`src/hdl/qap_fifo.sv`:
```
// Small synchronous queue built from registers, one read at the head.
// No dependencies.
`default_nettype none
module qap_fifo #(
    parameter int WIDTH = 8,
    parameter int DEPTH = 4
) (
    input  wire logic             i_clk,
    input  wire logic             i_rst_n,
    input  wire logic             i_push,
    input  wire logic [WIDTH-1:0] i_data,
    input  wire logic             i_pop,
    output logic      [WIDTH-1:0] o_data,
    output logic                  o_empty,
    output logic                  o_full
);
    localparam int PW = (DEPTH > 1) ? $clog2(DEPTH) : 1;
    localparam int CW = $clog2(DEPTH + 1);

    logic [WIDTH-1:0] r_buf [DEPTH];
    logic [PW-1:0]    r_wp, r_rp;
    logic [CW-1:0]    r_cnt;
    logic             do_push, do_pop;

    assign o_empty = (r_cnt == '0);
    assign o_full  = (r_cnt == CW'(DEPTH));
    assign do_push = i_push && !o_full;
    assign do_pop  = i_pop && !o_empty;
    assign o_data  = r_buf[r_rp];

    always_ff @(posedge i_clk) begin
        if (!i_rst_n) begin
            r_wp  <= '0;
            r_rp  <= '0;
            r_cnt <= '0;
        end else begin
            if (do_push) begin
                r_wp <= (r_wp == PW'(DEPTH - 1)) ? '0 : r_wp + 1'b1;
            end
            if (do_pop) begin
                r_rp <= (r_rp == PW'(DEPTH - 1)) ? '0 : r_rp + 1'b1;
            end
            if (do_push && !do_pop) begin
                r_cnt <= r_cnt + 1'b1;
            end else if (do_pop && !do_push) begin
                r_cnt <= r_cnt - 1'b1;
            end
        end
    end

    always_ff @(posedge i_clk) begin
        if (do_push) begin
            r_buf[r_wp] <= i_data;
        end
    end
endmodule
`default_nettype wire

```
`config.mk`:
```
export PLATFORM = sky130hd
export DESIGN_NAME = qap_fifo
export DESIGN_NICKNAME = d
export VERILOG_FILES = /design/src/hdl/qap_fifo.sv
export SDC_FILE = /design/constraint.sdc
export NUM_CORES = 1
export LEC_CHECK = 0
export CAP_MARGIN = 25
export CORE_UTILIZATION = 55
export DETAILED_ROUTE_END_ITERATION = 10
export DONT_BUFFER_PORTS = 1
export PLACE_DENSITY = 0.73
export SYNTH_ARGS = -nofsm -noshare
export SYNTH_HDL_FRONTEND = slang
export SYNTH_SLANG_ARGS = --single-unit
```
`constraint.sdc`:
```
create_clock -name i_clk -period 2.36 [get_ports i_clk]
set_clock_uncertainty 0.15 [all_clocks]
set_input_delay 0 -clock i_clk [delete_from_list [all_inputs] [get_ports i_clk]]
set_output_delay 0 -clock i_clk [all_outputs]
set_load 0.01 [all_outputs]
```
==> summary.md <==
| Metric | Value |
|---|---|
| Post-Route M1 WL | 1008 um |
| Post-synthesis xor/xnor area fraction | 0.01074 |
| FILL cells | 180 |
| Worst R2R Setup Slack | 100 ps |
| Die ar. | 3186 um2 |
| Initial antenna violation count | 0 |
| Congestion Overflow GR | 0 |
| Post-synthesis instance total | 93 |
| Post-synthesis adder-cell area fraction | 0.05833 |
| First-pass GRT wire length | 3919 um |
| Worst hold path class | input port to flip-flop |
| Post-CTS setup buffers | 0 |
| Slowest stage delay, CP | 470 ps |
| CP max FO | 5 |
| Tot GR Track Use | 0.1727 |
| Dominant cells by area after synthesis | edfxtp_1 (59%), dfxtp_1 (11%), mux4_2 (11%) |
| Final Hold Fails | 0 |
| Worst path required time | 2480 ps |
| Initial Util | 0.5861 |
| Post-Synth Simple-Gate Area | 0.06600 |
| Post-synth ARST share | 0 |
| Worst reg2reg path endpoint | r_cnt[2] |
| Worst flop-to-flop path startpoint | r_cnt[0] |
| Crit end category | flip-flop |
| Final setup fails | 0 |
| Num CTS Buffers | 5 |
| Setup TNS | 0 ps |
| Buf/Inv on CP | 1 |
| Gp weighted congestion | 0.6407 |
| Top Layer Used | met4 |
| Largest net degree at the start of global routing | 13 |
| Final period util | 0.9563 |
| Flops & latches, synth | 41 |
| WP data arrival | 2370 ps |
| CP max stage cell | dfxtp_1 |
| Top cell type's share of synthesized area | 0.5894 |
| CTS sink cnt | 41 |
| DRC violations left | 0 |
| HPWL after DPL | 1558 um |
| CTS tree | yes |
| 1st-pass router iterations | 4 |
| # IOs | 22 |
| R2R cell count | 8 |
| Worst-path clk slew | 110 ps |
| Post-synthesis sequential area ratio | 0.6999 |
| Run status | complete, no violations |
| H-Tree Depth | 2 |
| DRT iter0 DRCs | 38 |
| Complex-gate fraction of the synthesized area | 0.01842 |
| Die Y | 56.45 um |
| Max-slew headroom | 0.6360 |
| Syn Area/Cell | 17.53 um2 |
| # diodes | 0 |
| Area of the core | 2781 um2 |
| Unrepaired setup endpoints after global routing | no |
| DR WL/cell | 16.70 um |
| Mapped cell area | 1630 um2 |
| HP Start | i_data[0] |
| Max-cap violation count | 0 |
| Antenna Nets Post-Route | 0 |
| Vias | 788 |
| Most common cell after layout, fill and taps aside | edfxtp_1 |
| Cell count of the worst hold path | 1 |
| Num rows | 19 |
| Final Critical Period | 2257 ps |
| Startpoint types | flip-flop |
| Root Buffer | clkbuf_4 |
| Worst-margin pin slew | 545.3 ps |
| Skew-Pair Late Insertion Delay | 330 ps |
| Synth Warn # | 0 |
| Worst path cell trace | nor3b_2, nor2b_1, ha_1, inv_1, fa_1, xor2_1, or3_1, a21boi_0 |
| Metal2 WL | 1183 um |
| Share of cells above drive strength 1 | 0.1545 |
| Maximum vdd drop | 0.7668 mV |
| Min-Delay Endpoint | r_buf[3][0] |
| Post-synth EDFFs | 32 |
| Yosys cell types | 23 |
| Final Worst Setup Slack | 103.0 ps |
| Die W | 56.45 um |
| Gate family responsible for the most delay along the worst path | adder cells |
| P&R area growth vs syn | 12.05% |
| Port Buffers | 0 |
| Primary FF master, synth | edfxtp_1 |
| Largest family of logic cells by synthesized area | multiplexers |
| Fmax | 443.1 MHz |
| Net count after synthesis | 112 |
| Cell type with the largest total area after synthesis | edfxtp_1 |
| Kind of critical path | flip-flop to flip-flop |
| Fin nets | 128 |
| Worst slack at placement | 107.4 ps |
| CTS Buffer Depth | 2 |
| P_leak | 0.6333 nW |
| Vias in the first global route | 827 |
| Power per standard cell area | 937.3 nW/um2 |
| Post-synthesis mux area share | 0.1289 |
| Final WL | 2355 um |
| Via density | 5.589 |
| Most frequent cells in the layout | edfxtp_1 (32), dlygate4sd3_1 (11), dfxtp_1 (9) |
| Pins Over Slew Limit | 0 |
| Wire length on met3 | 119 um |
-- sequential cells by signal, summed over array words and instances, names as in the netlist, named ones only --
| name | cells |
|---|---|
| r_buf | 32 |
| r_cnt | 3 |
| r_rp | 2 |
| r_wp | 2 |
-- report_power, final --
part	internal [W]	switching [W]	total [W]
clock	0.000108	0.000204	0.000312
sequential	0.000888	0.0000975	0.000985
combinational	0.000214	0.000201	0.000415
total	0.00121	0.000502	0.00171
-- routing by layer --
layer,up-vias,GRT usage
li1,380,-
met1,382,0.2048
met2,20,0.2756
met3,6,0.07373
met4,0,0.07317
met5,-,0
-- kinds of logic (layout without fill, tap and decap cells) --
kind of cell / count (synthesis) / after routing
AOI/OAI and AO/OA: 5 / 5
xor gates and xnor gates: 2 / 2
adders and majority gates: 7 / 7
buffers and inverters: 7 / 24
DFF: 41 / 41
muxes: 11 / 11
and+or+nand+nor: 20 / 20
-- final cells by class --
type | instances | area, um2 | share of cell area
Timing Repair Buffer | 13 | 125.1 | 0.06849
Tap cell | 31 | 38.79 | 0.02123
Clock inverter | 3 | 12.51 | 0.006849
Inverter | 3 | 11.26 | 0.006164
Sequential cell | 41 | 1141 | 0.6247
Clock buffer | 5 | 37.54 | 0.02055
Multi-Input combinational cell | 45 | 460.4 | 0.2521
-- worst max path at each step --
stage                     startpoint        to  slack (ps)  depth (start not counted)
after global placement      r_cnt[1]  r_cnt[2]         210                          7
after CTS                   r_cnt[0]  r_cnt[2]          80                          8
final                       r_cnt[0]  r_cnt[2]         100                          8
after detailed placement    r_cnt[0]  r_cnt[2]         110                          8
after global routing        r_cnt[0]  r_cnt[2]           2                          7
after floorplan             r_cnt[0]  r_cnt[2]         120                          7
-- worst reg2reg max path, delay by kind of cell (launching register included) --
kind	cells	cell delay, ps
AOI/OAI and AO/OA	1	160
xor gates and xnor gates	1	160
adders and majority gates	2	600
DFF	1	470
and+or+nand+nor	3	590
buffers and inverters	1	60
-- synthesized netlist by cell type (2+ instances only) --
cell and number:
mux2i_1 3, nor2_1 2, nand2_1 6, nor2b_1 2
edfxtp_1 32, buf_2 2, ha_1 6, and2_1 5
nand3_1 2, o21ai_0 3, dfxtp_1 9, mux4_2 8
inv_1 3
-- stage by stage --
stage	util	hold WS [ps]	area, um2	total power (W)	instances
2_1_floorplan	-	-51.13	1630	0.001313	93
3_3_place_gp	0.5992	-51.00	1667	0.001378	122
3_5_place_dp	0.5992	-51.02	1667	0.001405	122
4_1_cts	0.6568	194.4	1827	0.001737	141
5_1_grt	0.6568	214.9	1827	0.001815	141
6_report	0.6568	212.0	1827	0.001712	141
-- timing repair --
action	in CTS	in global routing
hold endpoints to repair	41	0
hold buffers	11	0
setup endpoints to repair	0	0
resized for setup	0	0
Note: power is estimated with default switching activity, not from simulation.
