File: config.mk
export PLATFORM = sky130hd
export DESIGN_NAME = qap_front
export DESIGN_NICKNAME = d
export VERILOG_FILES = /design/src/hdl/qap_pkg.sv /design/src/hdl/qap_front.sv
export SDC_FILE = /design/constraint.sdc
export NUM_CORES = 1
export LEC_CHECK = 0
export BUFFER_PORTS_ARGS = -buffer_cell sky130_fd_sc_hd__buf_2
export CAP_MARGIN = 30
export CELL_PAD_IN_SITES_DETAIL_PLACEMENT = 0
export CELL_PAD_IN_SITES_GLOBAL_PLACEMENT = 1
export CORE_AREA = 2 2 91 137
export CTS_CLUSTER_SIZE = 20
export DETAILED_ROUTE_END_ITERATION = 7
export DIE_AREA = 0 0 93 139
export GPL_TIMING_DRIVEN = 0
export PLACE_DENSITY_LB_ADDON = 0.2
export SLEW_MARGIN = 40
export SYNTH_ARGS = -nofsm -noshare
export SYNTH_HDL_FRONTEND = slang
export SYNTH_SLANG_ARGS = --single-unit
File: constraint.sdc
create_clock -name i_clk -period 4.4 [get_ports i_clk]
set_clock_uncertainty 0.2 [all_clocks]
set_input_delay 0.22 -clock i_clk [delete_from_list [all_inputs] [get_ports i_clk]]
set_output_delay 0.22 -clock i_clk [all_outputs]
set_load 0.05 [all_outputs]
File: src/hdl/qap_pkg.sv
// Package for the quantised average pool with requantisation.
// Types, constants and widths for the front, back, requant and top; no dependencies.
`default_nettype none
package qap_pkg;

    localparam int LANES        = 8;
    localparam int BYTE_W       = 8;
    localparam int LANES_W      = LANES * BYTE_W;
    localparam int ACC_W        = 32;
    localparam int TAP_W        = 9;
    localparam int GRP_W        = 8;
    localparam int CHAN_W       = 11;
    localparam int CFG_IDX_W    = 4;
    localparam int CFG_DATA_W   = 32;
    localparam int VLANE_W      = 4;
    localparam int MAX_CHANNELS = 1024;
    localparam int MAX_TAPS     = 256;
    localparam int CMD_DEPTH    = 4;
    localparam int RES_DEPTH    = 8;

    typedef enum logic [CFG_IDX_W-1:0] {
        REG_BIAS        = 4'd0,
        REG_MULTIPLIER  = 4'd1,
        REG_RIGHT_SHIFT = 4'd2,
        REG_ZERO_POINT  = 4'd3,
        REG_OUT_MIN     = 4'd4,
        REG_OUT_MAX     = 4'd5,
        REG_KERNEL_SIZE = 4'd6,
        REG_CHAN_COUNT  = 4'd7
    } t_reg_idx;

    typedef struct packed {
        logic [31:0]       bias;
        logic [31:0]       multiplier;
        logic [5:0]        right_shift;
        logic [15:0]       zero_point;
        logic [7:0]        out_min;
        logic [7:0]        out_max;
        logic [TAP_W-1:0]  kernel_size;
        logic [CHAN_W-1:0] channel_count;
    } t_cfg;

    // one classified item handed from front to back
    typedef struct packed {
        logic [LANES_W-1:0] lanes;
        logic               first;
        logic               last;
        logic [GRP_W-1:0]   grp;
        logic [VLANE_W-1:0] valid_lanes;
        logic               pixel_end;
    } t_item;

    typedef struct packed {
        logic [LANES_W-1:0] bytes;
        logic [VLANE_W-1:0] valid_lanes;
        logic               pixel_end;
    } t_res;

endpackage
`default_nettype wire

File: src/hdl/qap_front.sv
// Front end: tracks tap and channel group of each accepted item and classifies it.
// Depends on qap_pkg.
`default_nettype none
module qap_front #(
    parameter int MAX_CHANNELS = qap_pkg::MAX_CHANNELS,
    parameter int MAX_TAPS     = qap_pkg::MAX_TAPS
) (
    input  wire logic                            i_clk,
    input  wire logic                            i_rst_n,
    input  wire logic                            i_accept,
    input  wire logic [qap_pkg::LANES_W-1:0]     i_lanes,
    input  wire qap_pkg::t_cfg                   i_cfg,
    input  wire logic                            i_geom_clear,
    output qap_pkg::t_item                       o_item
);
    logic [qap_pkg::TAP_W-1:0] r_tap, n_tap;
    logic [qap_pkg::GRP_W-1:0] r_grp, n_grp;
    logic [9:0]                taps;
    logic [11:0]               chans;
    logic [8:0]                groups;
    logic [11:0]               base, remain;
    logic                      last_tap, last_grp;

    always_comb begin
        if (i_cfg.kernel_size == '0) begin
            taps = 10'd1;
        end else if (32'(i_cfg.kernel_size) > MAX_TAPS) begin
            taps = 10'(MAX_TAPS);
        end else begin
            taps = {1'b0, i_cfg.kernel_size};
        end
        if (i_cfg.channel_count == '0) begin
            chans = 12'd1;
        end else if (32'(i_cfg.channel_count) > MAX_CHANNELS) begin
            chans = 12'(MAX_CHANNELS);
        end else begin
            chans = {1'b0, i_cfg.channel_count};
        end
        groups   = 9'((chans + 12'd7) >> 3);
        last_tap = ({1'b0, r_tap} + 10'd1) == taps;
        last_grp = ({1'b0, r_grp} + 9'd1) == groups;
        base     = {1'b0, r_grp, 3'b000};
        remain   = chans - base;

        o_item.lanes       = i_lanes;
        o_item.first       = (r_tap == '0);
        o_item.last        = last_tap;
        o_item.grp         = r_grp;
        o_item.valid_lanes = (remain > 12'd8) ? 4'd8 : remain[3:0];
        o_item.pixel_end   = last_grp;

        n_tap = r_tap;
        n_grp = r_grp;
        if (i_accept) begin
            if (last_grp) begin
                n_grp = '0;
                n_tap = last_tap ? '0 : r_tap + 1'b1;
            end else begin
                n_grp = r_grp + 1'b1;
            end
        end
    end

    always_ff @(posedge i_clk) begin
        if (!i_rst_n || i_geom_clear) begin
            r_tap <= '0;
            r_grp <= '0;
        end else begin
            r_tap <= n_tap;
            r_grp <= n_grp;
        end
    end
endmodule
`default_nettype wire

==> impl_metrics.json <==
{
  "status": "finished, final reports clean",
  "cp_top_family": "simple AND/OR/NAND/NOR gates",
  "track_usage": 0.1140,
  "tns_ns": 0,
  "drc": 0,
  "post_cts_resized": 0,
  "die_w_um": 93,
  "fin_cells": 601,
  "cpMostUsedCell": "buf_2",
  "ys_seq_elements": 17,
  "ctsRootBufferMaster": "clkbuf_16",
  "cp-start-kind": "input pin",
  "clock_latency_ns": 0.24,
  "gp_congestion": 0.8535,
  "final_nets": 649,
  "ant_nets": 0,
  "cts_buffer_depth": 2,
  "via_count": 2742,
  "synth_top_area_share": 0.1962,
  "syn_inst": 343,
  "crit_fanout": 10,
  "ys_types": 59,
  "viasPerCell": 4.562,
  "htreeDepth": 1,
  "yosys_warnings": 0,
  "tightest_slew_ns": 0.7935,
  "crit_chain": "buf_2 -> clkbuf_1 -> inv_1 -> nand2_1 -> ha_1 -> nor2b_1 -> nor2_1 -> a21o_1 -> a21oi_1 -> o21ai_0 -> nor4b_1 -> a311oi_1 -> or3b_2 -> buf_2",
  "port-buffer-count": 101,
  "synthTopCellsByArea": "buf_4 (20%), dfxtp_1 (13%), xnor2_1 (5.9%), ha_1 (4.5%), a21oi_1 (3.4%)",
  "dp_cells": 597,
  "hold_buffers": 0,
  "core_area_um2": 11770,
  "crit_path_end_kind": "output pin",
  "switching_share": 0.3989,
  "combPwrFrac": 0.466,
  "grt_start_max_net_pins": 11,
  "critPathMaxStageDelay_ns": 0.50,
  "slew_viol_final": 0,
  "fin_area_um2": 3311,
  "die_h_um": 139,
  "drive_above_1_share": 0.4085,
  "finalSetupViolations": 0,
  "leakage_nw": 1.437,
  "arrival_ns": 3.47,
  "slowest_stage": "or3b_2",
  "ys.flop_type": "dfxtp_1",
  "rsz0062_at_grt": "false",
  "placed_cell_area_um2": 3232,
  "hp-class": "input pin to register",
  "grt_pass1_wl_mm": 12.10,
  "io_pins": 269,
  "grt_pass1_vias": 2632,
  "period_minus_slack_ns": 3.885,
  "rows": 49,
  "grt_overflow": 0,
  "peakVddDrop_mv": 0.06521,
  "p_clk_frac": 0.285,
  "cts_sinks": 17,
  "pwr_density_cell_nw_per_um2": 189.4,
  "hold_ws_ns": 0.1077,
  "wl_per_cell_um": 12.90,
  "crit_buf_inv": 4,
  "area_growth_syn_to_layout_pct": 31.12,
  "antenna_found_initial": 0,
  "drt-total-wl_mm": 7.753,
  "insertedDiodeCount": 0,
  "initialDrtViolationCount": 71,
  "synth_edf_count": 0,
  "max_freq_mhz": 257.4,
  "clk_pin_slew_ns": 0.05,
  "intPower_w": 0.0003769,
  "postCtsSetupBuffers": 0,
  "syn-num-nets": 543,
  "min_period_over_period": 0.8831,
  "cp.required_ns": 3.98,
  "cap_viol_max_count": 0,
  "critPathKind": "input pin to output pin",
  "synth_top_area_cell": "buf_4",
  "initial_core_util": 0.2145,
  "cts_tree": "yes",
  "dr.pass1.iters": 4,
  "synth_area_per_cell_um2": 7.361,
  "numCtsBuffers": 3,
  "slew_headroom": 0.4700,
  "synthArstFlopShare": 0,
  "power.switching_w": 0.0002502,
  "syn_area_um2": 2525,
  "ys_seq_area_frac": 0.1348,
  "dpl.hpwl_mm": 6.576,
  "seqPwrFrac": 0.249,
  "hold_violations": 0,
  "die_area_um2": 12930
}
-- worst paths after layout --
path               endpoint  slack, ns  cells after the start  startpoint
setup / recovery  o_item[4]       0.51                     14   i_cfg[10]
hold / removal     r_grp[1]       0.11                      3    i_accept
setup reg to reg   r_tap[3]       0.65                      8    r_grp[0]
hold reg to reg    r_tap[7]       0.30                      2    r_tap[7]
-- sequential cells by signal, indices dropped and copies added, names as in the netlist --
signal,count
r_tap,9
r_grp,8
-- power groups by stage --
stage	sequential, W	combinational, W	clock [W]
global placement	0.000160	0.000292	0
floorplan	0.000161	0.000227	0
global route	0.000156	0.000310	0.000194
finish	0.000156	0.000292	0.000179
detailed placement	0.000160	0.000294	0
CTS	0.000156	0.000295	0.000187
-- stage by stage --
stage / util / setup slack [ns] / power (W)
finish: 0.2813 / 0.5145 / 0.0006271
detailed placement: 0.2746 / 0.5187 / 0.0004536
global placement: 0.2737 / 0.4683 / 0.0004519
floorplan: - / 0.02455 / 0.0003879
CTS: 0.2813 / 0.5056 / 0.0006382
global route: 0.2813 / 0.2381 / 0.0006599
-- metal layers --
metal	share of wire	track usage	wire length (um)	up-vias
met4	0.027	0.04180	207	0
li1	-	-	-	1367
met2	0.52	0.2258	4042	134
met3	0.070	0.009783	545	13
met1	0.38	0.1207	2958	1228
met5	0	0	0	-
-- kinds of logic (layout without fill, tap and decap cells) --
| group | after synthesis | in the layout | synth area share |
|---|---|---|---|
| and+or+nand+nor | 119 | 119 | 0.2646 |
| buffers and inverters | 97 | 202 | 0.2433 |
| AOI/OAI and AO/OA | 68 | 68 | 0.1779 |
| xor gates and xnor gates | 25 | 25 | 0.09811 |
| DFF | 17 | 17 | 0.1348 |
| adders and majority gates | 11 | 11 | 0.05649 |
| muxes | 6 | 6 | 0.02478 |
-- synthesized netlist by cell type, drive strengths merged (2+ instances only) --
master  count
a211oi      5
a21oi      17
a22oi       2
a31oi       7
and3        5
buf        69
clkbuf     10
dfxtp      17
ha          9
inv        18
mux2        2
mux2i       4
nand2      20
nand2b      4
nand3      10
nand3b      2
nand4b      2
nor2       21
nor2b       8
nor3       13
nor4        6
nor4b       3
o211ai      2
o21a        5
o21ai       9
o31ai       9
or3         9
or3b        4
or4         5
xnor2      17
xor2        6
-- worst min-delay path: cells and delay by family --
| kind | cells | cell delay [ns] |
|---|---|---|
| buffers and inverters | 1 | 0.14 |
| AND/OR/NAND/NOR | 1 | 0.08 |
| AO/OA/AOI/OAI | 1 | 0.06 |
-- layout make-up --
class                      instances  area [um2]
multi-input combinational        229        1580
fill                            1332        8461
tap                              153       191.4
inverter                          18       67.56
sequential                        17       340.3
clock buffer                       4       78.83
timing repair buffer             101       505.5
buffer                            79       546.8
-- placed cells by master (no fill, tap or decap), types with 2 or more instances in the layout --
| master | Yosys | layout |
|---|---|---|
| or3b_1 | 2 | 2 |
| inv_1 | 18 | 18 |
| a31oi_1 | 7 | 7 |
| or3_1 | 9 | 9 |
| a211oi_1 | 5 | 4 |
| nand4b_1 | 2 | 2 |
| dfxtp_1 | 17 | 17 |
| clkbuf_1 | 10 | 11 |
| nor3_1 | 13 | 12 |
| nor2b_1 | 8 | 8 |
| nor4b_1 | 3 | 3 |
| and3_1 | 5 | 5 |
| nand2b_1 | 4 | 4 |
| a22oi_1 | 2 | 2 |
| or4_1 | 4 | 4 |
| xor2_1 | 6 | 6 |
| ha_1 | 9 | 9 |
| o21ai_0 | 9 | 9 |
| mux2_2 | 2 | 2 |
| a21oi_1 | 17 | 17 |
| buf_2 | 2 | 103 |
| o31ai_1 | 9 | 9 |
| mux2i_1 | 4 | 4 |
| clkbuf_16 | 0 | 3 |
| buf_4 | 66 | 66 |
| nand3_1 | 9 | 9 |
| nand2_1 | 20 | 20 |
| xnor2_1 | 17 | 17 |
| o211ai_1 | 2 | 2 |
| nand3b_1 | 2 | 2 |
| nor2_1 | 21 | 21 |
| or3b_2 | 2 | 2 |
| o21a_1 | 5 | 5 |
| nor4_1 | 6 | 6 |
Power figures use the tool's default switching activity.
